<file path="src/rtl/pssn_pkg.sv">
// pssn_pkg: shared types, constants and comparator tables for the score sorter
// no dependencies; imported by the sequencer, the store and the top level
package pssn_pkg;

    localparam int SLOTS    = 32;
    localparam int ADDR_W   = 5;
    localparam int CNT_W    = 6;
    localparam int NET8_LEN = 19;
    localparam int NUM_OPS  = 7;
    localparam int OP_W     = 3;
    localparam int K_W      = 5;

    // padded list sizes
    localparam logic [CNT_W-1:0] SIZE_S = 6'd8;
    localparam logic [CNT_W-1:0] SIZE_M = 6'd16;
    localparam logic [CNT_W-1:0] SIZE_L = 6'd32;

    // number of sort/merge operations run for each padded size
    localparam logic [OP_W-1:0] OPS_S = 3'd1;
    localparam logic [OP_W-1:0] OPS_M = 3'd3;
    localparam logic [OP_W-1:0] OPS_L = 3'd7;

    typedef enum logic [2:0] {
        S_LOAD,
        S_PAD,
        S_SORT_RD,
        S_SORT_CMP,
        S_SORT_WR,
        S_OUT_RD,
        S_OUT_LD
    } t_state;

    // one network operation: sort8 on a group, or merge of 2*half slots
    typedef struct packed {
        logic              is_merge;
        logic [ADDR_W-1:0] base;
        logic [ADDR_W-1:0] half;
    } t_op;

    typedef struct packed {
        logic            start;
        logic            step;
        logic [OP_W-1:0] num_ops;
    } t_seq_ctl;

    typedef struct packed {
        logic [ADDR_W-1:0] a;
        logic [ADDR_W-1:0] b;
        logic              last;
    } t_seq_st;

    // operation list; the 8 and 16 slot runs are prefixes of the 32 slot run
    function automatic t_op op_at(input logic [OP_W-1:0] idx);
        t_op op;
        case (idx)
            3'd0:    op = '{is_merge: 1'b0, base: 5'd0,  half: 5'd4};
            3'd1:    op = '{is_merge: 1'b0, base: 5'd8,  half: 5'd4};
            3'd2:    op = '{is_merge: 1'b1, base: 5'd0,  half: 5'd8};
            3'd3:    op = '{is_merge: 1'b0, base: 5'd16, half: 5'd4};
            3'd4:    op = '{is_merge: 1'b0, base: 5'd24, half: 5'd4};
            3'd5:    op = '{is_merge: 1'b1, base: 5'd16, half: 5'd8};
            3'd6:    op = '{is_merge: 1'b1, base: 5'd0,  half: 5'd16};
            default: op = '{is_merge: 1'b0, base: 5'd0,  half: 5'd4};
        endcase
        return op;
    endfunction

    // batcher odd-even merge sort on eight slots, {a, b}
    function automatic logic [5:0] net8_pair(input logic [K_W-1:0] k);
        logic [5:0] p;
        case (k)
            5'd0:    p = {3'd0, 3'd1};
            5'd1:    p = {3'd2, 3'd3};
            5'd2:    p = {3'd4, 3'd5};
            5'd3:    p = {3'd6, 3'd7};
            5'd4:    p = {3'd0, 3'd2};
            5'd5:    p = {3'd1, 3'd3};
            5'd6:    p = {3'd4, 3'd6};
            5'd7:    p = {3'd5, 3'd7};
            5'd8:    p = {3'd1, 3'd2};
            5'd9:    p = {3'd5, 3'd6};
            5'd10:   p = {3'd0, 3'd4};
            5'd11:   p = {3'd1, 3'd5};
            5'd12:   p = {3'd2, 3'd6};
            5'd13:   p = {3'd3, 3'd7};
            5'd14:   p = {3'd2, 3'd4};
            5'd15:   p = {3'd3, 3'd5};
            5'd16:   p = {3'd1, 3'd2};
            5'd17:   p = {3'd3, 3'd4};
            5'd18:   p = {3'd5, 3'd6};
            default: p = {3'd0, 3'd1};
        endcase
        return p;
    endfunction

endpackage

</file>
<file path="src/rtl/pssn_if.sv">
// pssn_in_if / pssn_out_if: valid-ready channels for candidates and sorted results
// no dependencies
interface pssn_in_if #(
    parameter int SCORE_BITS = 16,
    parameter int TAG_BITS   = 16
) ();
    logic                         valid;
    logic                         ready;
    logic signed [SCORE_BITS-1:0] score;
    logic        [TAG_BITS-1:0]   tag;
    logic                         last;

    modport source (output valid, score, tag, last, input ready);
    modport sink   (input valid, score, tag, last, output ready);
endinterface

interface pssn_out_if #(
    parameter int SCORE_BITS = 16,
    parameter int TAG_BITS   = 16
) ();
    logic                         valid;
    logic                         ready;
    logic signed [SCORE_BITS-1:0] sorted_score;
    logic        [TAG_BITS-1:0]   sorted_tag;
    logic                         final_res;
    logic                         dropped;

    modport source (output valid, sorted_score, sorted_tag, final_res, dropped, input ready);
    modport sink   (input valid, sorted_score, sorted_tag, final_res, dropped, output ready);
endinterface

</file>
<file path="src/rtl/pssn_store.sv">
// pssn_store: candidate memory, one write port and two registered read ports
// depends on pssn_pkg
module pssn_store import pssn_pkg::*; #(
    parameter int WORD_W = 32
) (
    input  logic              i_clk,
    input  logic              i_we,
    input  logic [ADDR_W-1:0] i_waddr,
    input  logic [WORD_W-1:0] i_wdata,
    input  logic [ADDR_W-1:0] i_raddr_a,
    input  logic [ADDR_W-1:0] i_raddr_b,
    output logic [WORD_W-1:0] o_rdata_a,
    output logic [WORD_W-1:0] o_rdata_b
);

    logic [WORD_W-1:0] r_mem [SLOTS];
    logic [WORD_W-1:0] r_rdata_a;
    logic [WORD_W-1:0] r_rdata_b;

    always_ff @(posedge i_clk) begin
        if (i_we) begin
            r_mem[i_waddr] <= i_wdata;
        end
        r_rdata_a <= r_mem[i_raddr_a];
        r_rdata_b <= r_mem[i_raddr_b];
    end

    assign o_rdata_a = r_rdata_a;
    assign o_rdata_b = r_rdata_b;

endmodule

</file>
<file path="src/rtl/pssn_seq.sv">
// pssn_seq: walks the comparator sequence and presents one slot pair at a time
// depends on pssn_pkg (operation list, eight slot network)
module pssn_seq import pssn_pkg::*; (
    input  logic     i_clk,
    input  logic     i_rst_n,
    input  t_seq_ctl i_ctl,
    output t_seq_st  o_st
);

    logic [OP_W-1:0]   r_op;
    logic [OP_W-1:0]   r_num;
    logic [K_W-1:0]    r_k;
    logic [ADDR_W-1:0] r_d;
    logic              r_flip;

    t_op               op;
    logic [5:0]        pr;
    logic [ADDR_W-1:0] mask;
    logic [ADDR_W-1:0] off;
    logic [ADDR_W-1:0] span_m1;
    logic              k_last;
    logic              stage_last;
    logic              op_last;

    always_comb begin
        op      = op_at(r_op);
        pr      = net8_pair(r_k);
        mask    = r_d - 5'd1;
        off     = ((r_k & ~mask) << 1) | (r_k & mask);
        span_m1 = ADDR_W'({1'b0, op.half, 1'b0} - 7'd1);
        if (!op.is_merge) begin
            o_st.a = op.base + {2'b00, pr[5:3]};
            o_st.b = op.base + {2'b00, pr[2:0]};
        end else if (r_flip) begin
            // flip stage: i against 2*half-1-i
            o_st.a = op.base + r_k;
            o_st.b = op.base + (span_m1 - r_k);
        end else begin
            // half-cleaner of distance r_d
            o_st.a = op.base + off;
            o_st.b = op.base + off + r_d;
        end
        k_last     = op.is_merge ? (r_k == op.half - 5'd1) : (r_k == K_W'(NET8_LEN - 1));
        stage_last = !op.is_merge || (!r_flip && r_d == 5'd1);
        op_last    = (r_op == r_num - 3'd1);
        o_st.last  = k_last && stage_last && op_last;
    end

    always_ff @(posedge i_clk) begin
        if (!i_rst_n) begin
            r_op   <= '0;
            r_num  <= '0;
            r_k    <= '0;
            r_d    <= '0;
            r_flip <= 1'b1;
        end else if (i_ctl.start) begin
            r_op   <= '0;
            r_num  <= i_ctl.num_ops;
            r_k    <= '0;
            r_flip <= 1'b1;
        end else if (i_ctl.step) begin
            if (!k_last) begin
                r_k <= r_k + 5'd1;
            end else begin
                r_k <= '0;
                if (stage_last) begin
                    if (!op_last) begin
                        r_op <= r_op + 3'd1;
                    end
                    r_flip <= 1'b1;
                end else if (r_flip) begin
                    r_flip <= 1'b0;
                    r_d    <= op.half;
                end else begin
                    r_d <= r_d >> 1;
                end
            end
        end
    end

endmodule

</file>
<file path="src/rtl/padded_score_sort_network_top.sv">
// padded_score_sort_network_top: a closing transfer starts padding, then, for more
// than one entry, sorting (19, 78 or 252 comparators for 8, 16 or 32 slots; each pair
// read, compared and, on a swap, written back slot by slot), then result read-out; the
// pace is set by the one shared compare-exchange unit and the one store write port
// loading takes one transfer per cycle; no transfer is taken while a list pads,
// sorts or is read out
// reset (synchronous, active low) empties the list and the output register only
module padded_score_sort_network_top import pssn_pkg::*; #(
    parameter int MAX_ENTRIES = 32,
    parameter int SCORE_BITS  = 16,
    parameter int TAG_BITS    = 16
) (
    input  logic  i_clk,
    input  logic  i_rst_n,
    pssn_in_if.sink    i_in,
    pssn_out_if.source o_out
);

    localparam int WORD_W = SCORE_BITS + TAG_BITS;
    localparam logic [WORD_W-1:0] PAD_WORD = {1'b1, {(WORD_W-1){1'b0}}};

    // control state
    t_state             r_state, n_state;
    logic [CNT_W-1:0]   r_count, n_count;
    logic               r_ovf,   n_ovf;
    logic [CNT_W-1:0]   r_idx,   n_idx;
    logic               r_ov,    n_ov;

    // payload
    logic [WORD_W-1:0]  r_hold,  n_hold;
    logic [WORD_W-1:0]  r_out_word,  n_out_word;
    logic               r_out_final, n_out_final;
    logic               r_out_drop,  n_out_drop;

    // store port
    logic               mem_we;
    logic [ADDR_W-1:0]  mem_waddr;
    logic [WORD_W-1:0]  mem_wdata;
    logic [ADDR_W-1:0]  mem_raddr_a;
    logic [ADDR_W-1:0]  mem_raddr_b;
    logic [WORD_W-1:0]  mem_rdata_a;
    logic [WORD_W-1:0]  mem_rdata_b;

    t_seq_ctl           seq_ctl;
    t_seq_st            seq_st;

    logic               in_xfer;
    logic               out_xfer;
    logic [CNT_W-1:0]   cnt_inc;
    logic [CNT_W-1:0]   padded;
    logic [OP_W-1:0]    num_ops;
    logic signed [SCORE_BITS-1:0] score_a;
    logic signed [SCORE_BITS-1:0] score_b;

    assign in_xfer  = i_in.valid && i_in.ready;
    assign out_xfer = r_ov && o_out.ready;
    assign cnt_inc  = r_count + 6'd1;
    assign score_a  = mem_rdata_a[WORD_W-1 -: SCORE_BITS];
    assign score_b  = mem_rdata_b[WORD_W-1 -: SCORE_BITS];

    // pad the list to the next of 8, 16 or 32 slots
    always_comb begin
        if (r_count <= SIZE_S) begin
            padded  = SIZE_S;
            num_ops = OPS_S;
        end else if (r_count <= SIZE_M) begin
            padded  = SIZE_M;
            num_ops = OPS_M;
        end else begin
            padded  = SIZE_L;
            num_ops = OPS_L;
        end
    end

    pssn_store #(
        .WORD_W (WORD_W)
    ) u_store (
        .i_clk     (i_clk),
        .i_we      (mem_we),
        .i_waddr   (mem_waddr),
        .i_wdata   (mem_wdata),
        .i_raddr_a (mem_raddr_a),
        .i_raddr_b (mem_raddr_b),
        .o_rdata_a (mem_rdata_a),
        .o_rdata_b (mem_rdata_b)
    );

    pssn_seq u_seq (
        .i_clk   (i_clk),
        .i_rst_n (i_rst_n),
        .i_ctl   (seq_ctl),
        .o_st    (seq_st)
    );

    always_ff @(posedge i_clk) begin
        if (!i_rst_n) begin
            r_state <= S_LOAD;
            r_count <= '0;
            r_ovf   <= 1'b0;
            r_idx   <= '0;
            r_ov    <= 1'b0;
        end else begin
            r_state <= n_state;
            r_count <= n_count;
            r_ovf   <= n_ovf;
            r_idx   <= n_idx;
            r_ov    <= n_ov;
        end
    end

    always_ff @(posedge i_clk) begin
        r_hold      <= n_hold;
        r_out_word  <= n_out_word;
        r_out_final <= n_out_final;
        r_out_drop  <= n_out_drop;
    end

    always_comb begin
        n_state     = r_state;
        n_count     = r_count;
        n_ovf       = r_ovf;
        n_idx       = r_idx;
        n_ov        = r_ov && !out_xfer;
        n_hold      = r_hold;
        n_out_word  = r_out_word;
        n_out_final = r_out_final;
        n_out_drop  = r_out_drop;
        mem_we      = 1'b0;
        mem_waddr   = r_idx[ADDR_W-1:0];
        mem_wdata   = PAD_WORD;
        mem_raddr_a = r_idx[ADDR_W-1:0];
        mem_raddr_b = seq_st.b;
        seq_ctl     = '0;
        case (r_state)
            S_LOAD: begin
                if (in_xfer) begin
                    if (r_count < CNT_W'(MAX_ENTRIES)) begin
                        mem_we    = 1'b1;
                        mem_waddr = r_count[ADDR_W-1:0];
                        mem_wdata = {i_in.score, i_in.tag};
                        n_count   = cnt_inc;
                    end else begin
                        // list full: discard and flag the run
                        n_ovf = 1'b1;
                    end
                    if (i_in.last) begin
                        n_idx   = n_count;
                        n_state = S_PAD;
                    end
                end
            end
            S_PAD: begin
                if (r_idx < padded) begin
                    mem_we    = 1'b1;
                    mem_waddr = r_idx[ADDR_W-1:0];
                    mem_wdata = PAD_WORD;
                    n_idx     = r_idx + 6'd1;
                end else if (r_count > 6'd1) begin
                    seq_ctl.start   = 1'b1;
                    seq_ctl.num_ops = num_ops;
                    n_state         = S_SORT_RD;
                end else begin
                    // single entry goes out unchanged
                    n_idx   = '0;
                    n_state = S_OUT_RD;
                end
            end
            S_SORT_RD: begin
                mem_raddr_a = seq_st.a;
                mem_raddr_b = seq_st.b;
                n_state     = S_SORT_CMP;
            end
            S_SORT_CMP: begin
                // swap only when the upper slot scores strictly lower
                if (score_a < score_b) begin
                    mem_we    = 1'b1;
                    mem_waddr = seq_st.a;
                    mem_wdata = mem_rdata_b;
                    n_hold    = mem_rdata_a;
                    n_state   = S_SORT_WR;
                end else begin
                    seq_ctl.step = 1'b1;
                    if (seq_st.last) begin
                        n_idx   = '0;
                        n_state = S_OUT_RD;
                    end else begin
                        n_state = S_SORT_RD;
                    end
                end
            end
            S_SORT_WR: begin
                mem_we       = 1'b1;
                mem_waddr    = seq_st.b;
                mem_wdata    = r_hold;
                seq_ctl.step = 1'b1;
                if (seq_st.last) begin
                    n_idx   = '0;
                    n_state = S_OUT_RD;
                end else begin
                    n_state = S_SORT_RD;
                end
            end
            S_OUT_RD: begin
                // read once the output register is free by the next edge
                if (!r_ov || o_out.ready) begin
                    n_state = S_OUT_LD;
                end
            end
            S_OUT_LD: begin
                n_ov        = 1'b1;
                n_out_word  = mem_rdata_a;
                n_out_final = (r_idx + 6'd1 == r_count);
                n_out_drop  = r_ovf;
                if (r_idx + 6'd1 == r_count) begin
                    // last result loaded: reopen the list while it drains
                    n_count = '0;
                    n_ovf   = 1'b0;
                    n_state = S_LOAD;
                end else begin
                    n_idx   = r_idx + 6'd1;
                    n_state = S_OUT_RD;
                end
            end
            default: begin
                n_state = S_LOAD;
            end
        endcase
    end

    assign i_in.ready         = (r_state == S_LOAD);
    assign o_out.valid        = r_ov;
    assign o_out.sorted_score = r_out_word[WORD_W-1 -: SCORE_BITS];
    assign o_out.sorted_tag   = r_out_word[TAG_BITS-1:0];
    assign o_out.final_res    = r_out_final;
    assign o_out.dropped      = r_out_drop;

    // a transfer into a full list leaves the overflow flag set
    a_ovf_on_full: assert property (@(posedge i_clk) disable iff (!i_rst_n)
        (in_xfer && r_count == CNT_W'(MAX_ENTRIES)) |=> r_ovf)
        else $error("overflow not flagged on full list");

    // a closing transfer always starts padding
    a_close_pads: assert property (@(posedge i_clk) disable iff (!i_rst_n)
        (in_xfer && i_in.last) |=> (r_state == S_PAD))
        else $error("closing transfer did not start padding");

    // the output register is empty whenever a result is loaded
    a_out_free: assert property (@(posedge i_clk) disable iff (!i_rst_n)
        (r_state == S_OUT_LD) |-> !r_ov)
        else $error("result loaded over a pending result");

    // the store is not written while reading pairs or results
    a_no_write: assert property (@(posedge i_clk) disable iff (!i_rst_n)
        (r_state == S_SORT_RD || r_state == S_OUT_RD || r_state == S_OUT_LD) |-> !mem_we)
        else $error("store written in a read state");

endmodule

</file>
<file path="src/flat_wrapper.sv">
// flat-port wrapper written by rule: the top's interface ports become plain ports
module padded_score_sort_network_top_flat import pssn_pkg::*;
#(
    parameter int MAX_ENTRIES = 32,
    parameter int SCORE_BITS  = 16,
    parameter int TAG_BITS    = 16
)
  (i_clk, i_rst_n, i_in_valid, i_in_score, i_in_tag, i_in_last, i_in_ready, o_out_valid, o_out_sorted_score, o_out_sorted_tag, o_out_final_res, o_out_dropped, o_out_ready);
  pssn_in_if #(.SCORE_BITS(SCORE_BITS), .TAG_BITS(TAG_BITS)) i_in_i ();
  pssn_out_if #(.SCORE_BITS(SCORE_BITS), .TAG_BITS(TAG_BITS)) o_out_i ();
  input  logic i_clk;
  input  logic i_rst_n;
  input wire logic [$bits(i_in_i.valid)-1:0] i_in_valid;
  input wire logic [$bits(i_in_i.score)-1:0] i_in_score;
  input wire logic [$bits(i_in_i.tag)-1:0] i_in_tag;
  input wire logic [$bits(i_in_i.last)-1:0] i_in_last;
  output wire logic [$bits(i_in_i.ready)-1:0] i_in_ready;
  output wire logic [$bits(o_out_i.valid)-1:0] o_out_valid;
  output wire logic [$bits(o_out_i.sorted_score)-1:0] o_out_sorted_score;
  output wire logic [$bits(o_out_i.sorted_tag)-1:0] o_out_sorted_tag;
  output wire logic [$bits(o_out_i.final_res)-1:0] o_out_final_res;
  output wire logic [$bits(o_out_i.dropped)-1:0] o_out_dropped;
  input wire logic [$bits(o_out_i.ready)-1:0] o_out_ready;
  assign i_in_i.valid = i_in_valid;
  assign i_in_i.score = i_in_score;
  assign i_in_i.tag = i_in_tag;
  assign i_in_i.last = i_in_last;
  assign i_in_ready = i_in_i.ready;
  assign o_out_valid = o_out_i.valid;
  assign o_out_sorted_score = o_out_i.sorted_score;
  assign o_out_sorted_tag = o_out_i.sorted_tag;
  assign o_out_final_res = o_out_i.final_res;
  assign o_out_dropped = o_out_i.dropped;
  assign o_out_i.ready = o_out_ready;
  padded_score_sort_network_top #(.MAX_ENTRIES(MAX_ENTRIES), .SCORE_BITS(SCORE_BITS), .TAG_BITS(TAG_BITS)) u_core (.i_clk(i_clk), .i_rst_n(i_rst_n), .i_in(i_in_i), .o_out(o_out_i));
endmodule
</file>
<file path="config.mk">
export PLATFORM = sky130hd
export DESIGN_NAME = padded_score_sort_network_top_flat
export DESIGN_NICKNAME = d
export VERILOG_FILES = /design/src/rtl/pssn_pkg.sv /design/src/rtl/pssn_if.sv /design/src/rtl/pssn_store.sv /design/src/rtl/pssn_seq.sv /design/src/rtl/padded_score_sort_network_top.sv /design/src/flat_wrapper.sv
export SDC_FILE = /design/constraint.sdc
export NUM_CORES = 2
export LEC_CHECK = 0
export ABC_AREA = 1
export BUFFER_PORTS_ARGS = -buffer_cell sky130_fd_sc_hd__clkbuf_2
export CORE_MARGIN = 5
export CORE_UTILIZATION = 40
export CTS_CLUSTER_DIAMETER = 50
export CTS_CLUSTER_SIZE = 40
export DETAILED_ROUTE_END_ITERATION = 6
export PLACE_DENSITY_LB_ADDON = 0.2
export SLEW_MARGIN = 20
export SYNTH_ARGS = -nofsm -noshare
export SYNTH_HDL_FRONTEND = slang
export SYNTH_SLANG_ARGS = --single-unit
export TNS_END_PERCENT = 20
</file>
<file path="constraint.sdc">
create_clock -name i_clk -period 4.8 [get_ports i_clk]
set_input_delay 0.48 -clock i_clk [delete_from_list [all_inputs] [get_ports i_clk]]
set_output_delay 0.48 -clock i_clk [all_outputs]
set_load 0.03 [all_outputs]
</file>
# Yosys cells after proc, flatten, opt, wreduce, memory -nomap -nowiden
# Memory sizes are Yosys's and may differ from the RTL's. A register that Yosys moved wholly into a read port is not among the register bits.
# Cells that the tools add are included.
[word_totals]
register_bits = 100
latchBits = 0
ram_bits = 1024
mem_bits_ro = 192
in_bits = 37
out_inout_bits = 36
word_cells = 158
n_memories = 2
[memory_table]
columns = ["name", "words", "word_bits", "rd", "rd_clocked_by_memory_dff", "wr", "line_no", "source"]
rows = [
  ["u_core.u_store.r_mem", 32, 32, 2, 2, 1, "pssn_store.sv:16", "logic [WORD_W-1:0] r_mem [SLOTS];"],
  ["(name not given)", 32, 6, 1, 1, 0, "pssn_pkg.sv:71", "case (k)"],
]
[op_classes]
n_addsub = 15
mul = 0
div_mod_pow = 0
n_lt_le_gt_ge = 6
n_eq_ne = 26
shifts = 0
muxes = 63
n_bitwise = 8
n_reduce_logical = 24
[op_table]
columns = ["operator", "count"]
rows = [
  ["32-bit 2-to-1 mux", 3],
  ["32-bit case mux with 3 select lines", 1],
  ["6-bit 2-to-1 mux", 12],
  ["11-bit case mux with 6 select lines", 1],
  ["5-bit 2-to-1 mux", 8],
  ["3-bit 2-to-1 mux", 13],
  ["6-bit case mux with 5 select lines", 1],
  ["3-bit case mux with 7 select lines", 1],
  ["5-bit adder", 4],
  ["10-bit 2-to-1 mux", 2],
  ["3-bit equality test (second input constant)", 6],
  ["16-bit less-than comparator", 1],
  ["1-bit 2-to-1 mux", 16],
  ["4-bit AND reduction", 4],
  ["5-bit case mux with 3 select lines", 1],
  ["5-bit by 1-bit subtractor with 5-bit output (second input constant)", 3],
  ["6-bit by 1-bit adder with 6-bit output (second input constant)", 2],
  ["3-bit by 2-bit equality test with 1-bit output (second input constant)", 4],
  ["2-bit != test (second input constant)", 6],
  ["6-bit case mux with 2 select lines", 1],
  ["5-bit by 3-bit adder with 5-bit output", 2],
  ["3-bit by 1-bit equality test with 1-bit output (second input constant)", 2],
  ["6-bit equality test", 1],
  ["6-bit by 1-bit greater-than comparator with 1-bit output (second input constant)", 1],
  ["other kinds (31)", 46],
]

# Depth between registers and ports, before layout
[depth]
ltp_word = 10
ltp_mapped = 27
depth_no_buf = 27

# By module
# A second synthesis with hierarchy kept.
[unflattened]
cells_unflattened = 6879
area_unflattened_um2 = 60581.9
[by_module_without_submodules]
columns = ["module", "n_inst", "cells_per_inst", "area_per_inst_um2", "seq_area_each_um2"]
rows = [
  ["pssn_store", 1, 5999, 53628.9, 32030.7],
  ["padded_score_sort_network_top", 1, 581, 4912.2, 2322.2],
  ["pssn_seq", 1, 299, 2040.7, 460.4],
]

# Worst setup path before layout
# No wires, ideal clock.
[synth_path]
kind = "reg-to-reg"
startpoint = "register u_core.u_seq.r_d[1]"
endpoint = "memory u_core.u_store.r_mem[28][0], enable pin"
arrival_ns = 4.057
required_ns = 4.379
setup_slack_ns = 0.322
path_stages_with_launch = 18
synth_period_minus_slack_ns = 4.478
cell_sequence = "dfxtp_1 > inv_1 > ha_1 > xnor2_1 > a22o_1 > ha_1 > ha_1 > xor2_1 > nand2_1 > a21oi_1 > inv_2 > o21ai_0 > inv_1 > nand2_1 > nand2_1 > nand2_1 > nand3_1 > nor2_1"
[synth_via]
elab_chain_cells = 9
word_cells_on_any_way = 11
[synth_lines]
columns = ["item", "line_no", "source"]
rows = [
  ["start, declared", "pssn_seq.sv:13", "logic [ADDR_W-1:0] r_d;"],
  ["start signal, assigned", "pssn_seq.sv:73", "r_d <= op.half;"],
  ["start signal, assigned", "pssn_seq.sv:75", "r_d <= r_d >> 1;"],
  ["5-bit by 1-bit subtractor with 5-bit output", "pssn_seq.sv:28", "mask = r_d - 5'd1;"],
  ["4-bit inverter", "pssn_seq.sv:29", "off = ((r_k & ~mask) << 1) | (r_k & mask);"],
  ["4-bit AND", "pssn_seq.sv:29", ""],
  ["5-bit bitwise OR", "pssn_seq.sv:29", ""],
  ["5-bit adder", "pssn_seq.sv:40, pssn_seq.sv:41", ""],
  ["5-bit adder / 10-bit 2-to-1 mux (equally long branches)", "pssn_seq.sv:41, pssn_seq.sv:34", ""],
  ["10-bit 2-to-1 mux (*)", "pssn_seq.sv:34", "end else if (r_flip) begin"],
  ["10-bit 2-to-1 mux (*)", "pssn_seq.sv:31", "if (!op.is_merge) begin"],
  ["5-bit case mux with 3 select lines (*)", "padded_score_sort_network_top.sv:134", "case (r_state)"],
  ["end, declared", "pssn_store.sv:16", ""],
]
# Every way passes the cells marked *; elsewhere a longest branch is shown, timed or not.

# Worst setup path after layout
[layout_path]
startpoint = "register u_core.u_seq.r_d[1]"
endpoint = "register u_core.u_store.r_rdata_b[25] (netlist: u_core.u_store.o_rdata_b[25]) (read register of u_core.u_store.r_mem)"
[layout_via]
elab_chain_cells = 8
word_cells_on_any_way = 9
[layout_lines]
columns = ["item", "line_no", "source"]
rows = [
  ["5-bit by 1-bit subtractor with 5-bit output", "pssn_seq.sv:28", ""],
  ["4-bit inverter", "pssn_seq.sv:29", ""],
  ["4-bit AND", "pssn_seq.sv:29", ""],
  ["5-bit bitwise OR", "pssn_seq.sv:29", ""],
  ["5-bit adder", "pssn_seq.sv:41", "o_st.b = op.base + off + r_d;"],
  ["5-bit adder (*)", "pssn_seq.sv:41", ""],
  ["10-bit 2-to-1 mux (*)", "pssn_seq.sv:34", ""],
  ["10-bit 2-to-1 mux (*)", "pssn_seq.sv:31", ""],
  ["end, declared", "pssn_store.sv:18", "logic [WORD_W-1:0] r_rdata_b;"],
]
# Marked as above.
# A chain may end at the register's enable or synchronous reset.

==> results.json <==
{
  "yosys-top-cells-area": "edfxtp_1 56%, nand3_1 6.3%, o211ai_1 6.1%",
  "synth_nets": 6066,
  "start_util_pct": 40.26,
  "dieArea_um2": 154500,
  "nets": 6012,
  "slew_viol_final": 0,
  "status": "complete, no violations",
  "critPathKind": "flip-flop to flip-flop",
  "worst-r2r-cell-count": 14,
  "design_area_um2": 66060,
  "die_h_um": 393.0,
  "via_per_inst": 5.976,
  "reg2reg_slack_ns": 0.28,
  "tightest_slew_ns": 1.161,
  "wl_um": 205300,
  "core_um2": 145700,
  "yosysMostFrequentCell": "edfxtp_1",
  "drt-met1-wl_um": 86280,
  "gr-total-overflow": 0,
  "synth-adder-area-share_pct": 0.9424,
  "max_freq_mhz": 221.4,
  "drt_iter0_markers": 6002,
  "synth_simple_gate_area_share_pct": 13.60,
  "hp-class": "input port to flip-flop",
  "met2WireLength_um": 89370,
  "critPathLaunch": "u_core.u_seq.r_d[1]",
  "cts_resized": 0,
  "ys_ff_latch": 1194,
  "synth-seq-area-share_pct": 59.33,
  "clkLatencyLatePin_ns": 0.77,
  "vias": 47570,
  "power.total_uw": 39660,
  "hpwlAfterDp_um": 123400,
  "rsz0062_at_grt": "no",
  "leakagePower_uw": 0.02396,
  "synthesis.area_um2": 58680,
  "dr.pass1.iters": 7,
  "gp_congestion": 0.9059,
  "grt_pass1_wl_um": 296500,
  "startpoint_type": "flip-flop",
  "htree_levels": 3,
  "arrival_ns": 5.07,
  "postRouteAntennaNets": 0,
  "synthArstFlopShare_pct": 0,
  "setup_viol": 0,
  "drive_gt1_share_pct": 10.28,
  "row_count": 140,
  "yosys-top-cells-count": "1090 x edfxtp_1, 888 x nand2_1, 742 x nand3_1",
  "period_minus_slack_ns": 4.516,
  "route.met3.wl_um": 23000,
  "ir_drop_mv": 0.8060,
  "ios": 73,
  "grt_max_degree": 152,
  "synth_top_area_share_pct": 55.78,
  "clk_path_buf_depth": 3,
  "synth_compound_area_share_pct": 18.04,
  "grt_pass1_vias": 43080,
  "cp_max_fo": 74,
  "period_share_pct": 94.08,
  "ys_warn_count": 0,
  "finalNonFillerCells": 7961,
  "worstPathRequired_ns": 5.35,
  "cts_made_buffers": 121,
  "cts_root_buf": "clkbuf_16",
  "setup_tns_ns": 0,
  "placement.cell_area_um2": 61810,
  "synth_edf_count": 1090,
  "wl_per_cell_um": 25.79,
  "endpoint_kind": "flip-flop",
  "timing.rr.start": "u_core.u_seq.r_d[1]",
  "synthToLayoutAreaGrowth_pct": 12.57,
  "cap_viol_max_count": 0,
  "cp-endpoint": "u_core.u_store.o_rdata_b[25]",
  "grt_usage_pct": 25.86,
  "power-per-cell-area_nw_per_um2": 600.4,
  "cts_tree": "yes",
  "synth_cell_types": 54,
  "numPortBuffers": 72,
  "syn_inst": 5986,
  "antenna_found_initial": 10,
  "die_w_um": 393.0,
  "dpl.cell_count": 7725,
  "synthMuxAreaShare_pct": 0,
  "synth_top_family_by_area": "compound AO/OA/AOI/OAI gates",
  "drc": 0,
  "maxUsedRoutingLayer": "met5",
  "clock-sinks": 1194,
  "avgSynthCellArea_um2": 9.803,
  "synth-main-ff-cell": "edfxtp_1",
  "clkTransAtPathRegs_ns": 0.07,
  "final_core_util_pct": 45.33,
  "synth_largest_area_cell": "edfxtp_1",
  "synth_xor_area_share_pct": 0.3731,
  "hold_violations": 0,
  "fin_skew_ns": 0.03835,
  "slew_headroom_pct": 22.59,
  "reg2reg_to": "u_core.u_store.o_rdata_b[25]"
}
==> kinds of logic (layout without fill, tap and decap cells) <==
kind of cell    count (synthesis)  in the layout
compound gates               1812           1812
xor+xnor                       25             25
fa+ha+maj                      43             43
buf+inv                      1086           1141
flops                        1194           1194
other cells                     1              4
simple gates                 1825           1825
==> metrics by stage <==
stage | hold WS [ns] | setup WS (ns)
detailed placement | 0.4173 | 0.4735
finish | 0.2500 | 0.2840
global placement | 0.4109 | 0.2418
floorplan | 0.4037 | 0.3216
CTS | 0.2043 | 0.4549
global route | 0.2708 | 0.1247
==> state kept, by name, summed over array words and instances (netlist names) <==
name and flops:
u_core.u_store.r_mem 1024, u_core.r_hold 32, u_core.r_out_word 32, u_core.u_store.o_rdata_a 32, u_core.u_store.o_rdata_b 32, u_core.r_count 6, u_core.r_idx 6, u_core.u_seq.pr 6
u_core.u_seq.r_d 5, u_core.u_seq.r_k 5, u_core.r_state 3, u_core.u_seq.r_num 3, u_core.u_seq.r_op 3, u_core.o_out.dropped 1, u_core.o_out.final_res 1, u_core.o_out.valid 1
u_core.r_ovf 1, u_core.u_seq.r_flip 1
==> cell type report <==
cell class | count | area, um^2
antenna | 3 | 7.507
tap | 1917 | 2399
inverter | 632 | 2424
timing repair buffer | 277 | 2456
clock buffer | 126 | 3089
clock inverter | 106 | 1146
fill | 13640 | 79680
multi-input combinational | 3706 | 19720
sequential | 1194 | 34810
==> what timing repair did <==
action / 4_1_cts / 5_1_grt
hold endpoints to repair: 1 / 0
hold buffers: 1 / 0
buffers inserted: 0 / 0
==> layer usage <==
layer  up-vias  track usage [%]
met5         -                0
met4         4            8.793
met3       350            5.391
met2      2697            38.88
met1     23110            37.32
li1      21410                -
==> how the worst min path moves through the flow <==
stage                                start                    to  slack [ns]  depth (start not counted)
2_1_floorplan  u_core.u_store.o_rdata_a[0]      u_core.r_hold[0]        0.40                          0
3_3_place_gp   u_core.u_store.o_rdata_a[4]  u_core.r_out_word[4]        0.41                          0
3_5_place_dp   u_core.u_store.o_rdata_a[5]  u_core.r_out_word[5]        0.42                          0
4_1_cts                            i_rst_n       u_core.r_idx[1]        0.20                          3
5_1_grt                            i_rst_n       u_core.r_idx[3]        0.27                          3
6_report                           i_rst_n       u_core.r_idx[4]        0.25                          3
==> cells in the final DEF (no fill, tap or decap), types with 31 or more instances in the layout <==
cell type	synthesis	routed
a22oi_1	31	31
inv_1	602	597
nand3_1	742	742
a31oi_1	38	38
clkbuf_2	0	72
o21ai_0	630	615
clkbuf_16	0	123
buf_12	0	44
nand2_1	888	885
buf_4	25	159
o211ai_1	480	480
ha_1	41	41
nor2_1	141	109
nor2_4	3	35
a21oi_1	559	558
edfxtp_1	1090	1090
dfxtp_1	104	104
==> power by group <==
part	switching (uW)	internal [uW]	total, uW	leakage [uW]
clock network	4840	5110	9950	0.00205
registers	592	13200	13800	0.0109
logic	11700	4140	15900	0.0110
total	17200	22500	39700	0.0240
==> worst max-delay path: stages, from the launching register on <==
cell     delay, ns
dfxtp_1       0.38
inv_1         0.13
ha_1          0.24
xnor2_1       0.15
a22o_1        0.25
ha_1          0.31
ha_1          0.31
xor2_1        0.17
nand2_1       0.12
a21oi_4       0.17
buf_6         0.77
nand3_1       0.22
nand2_1       0.13
nor2_1        0.04
a31oi_1       0.83
Power figures use the tool's default switching activity.
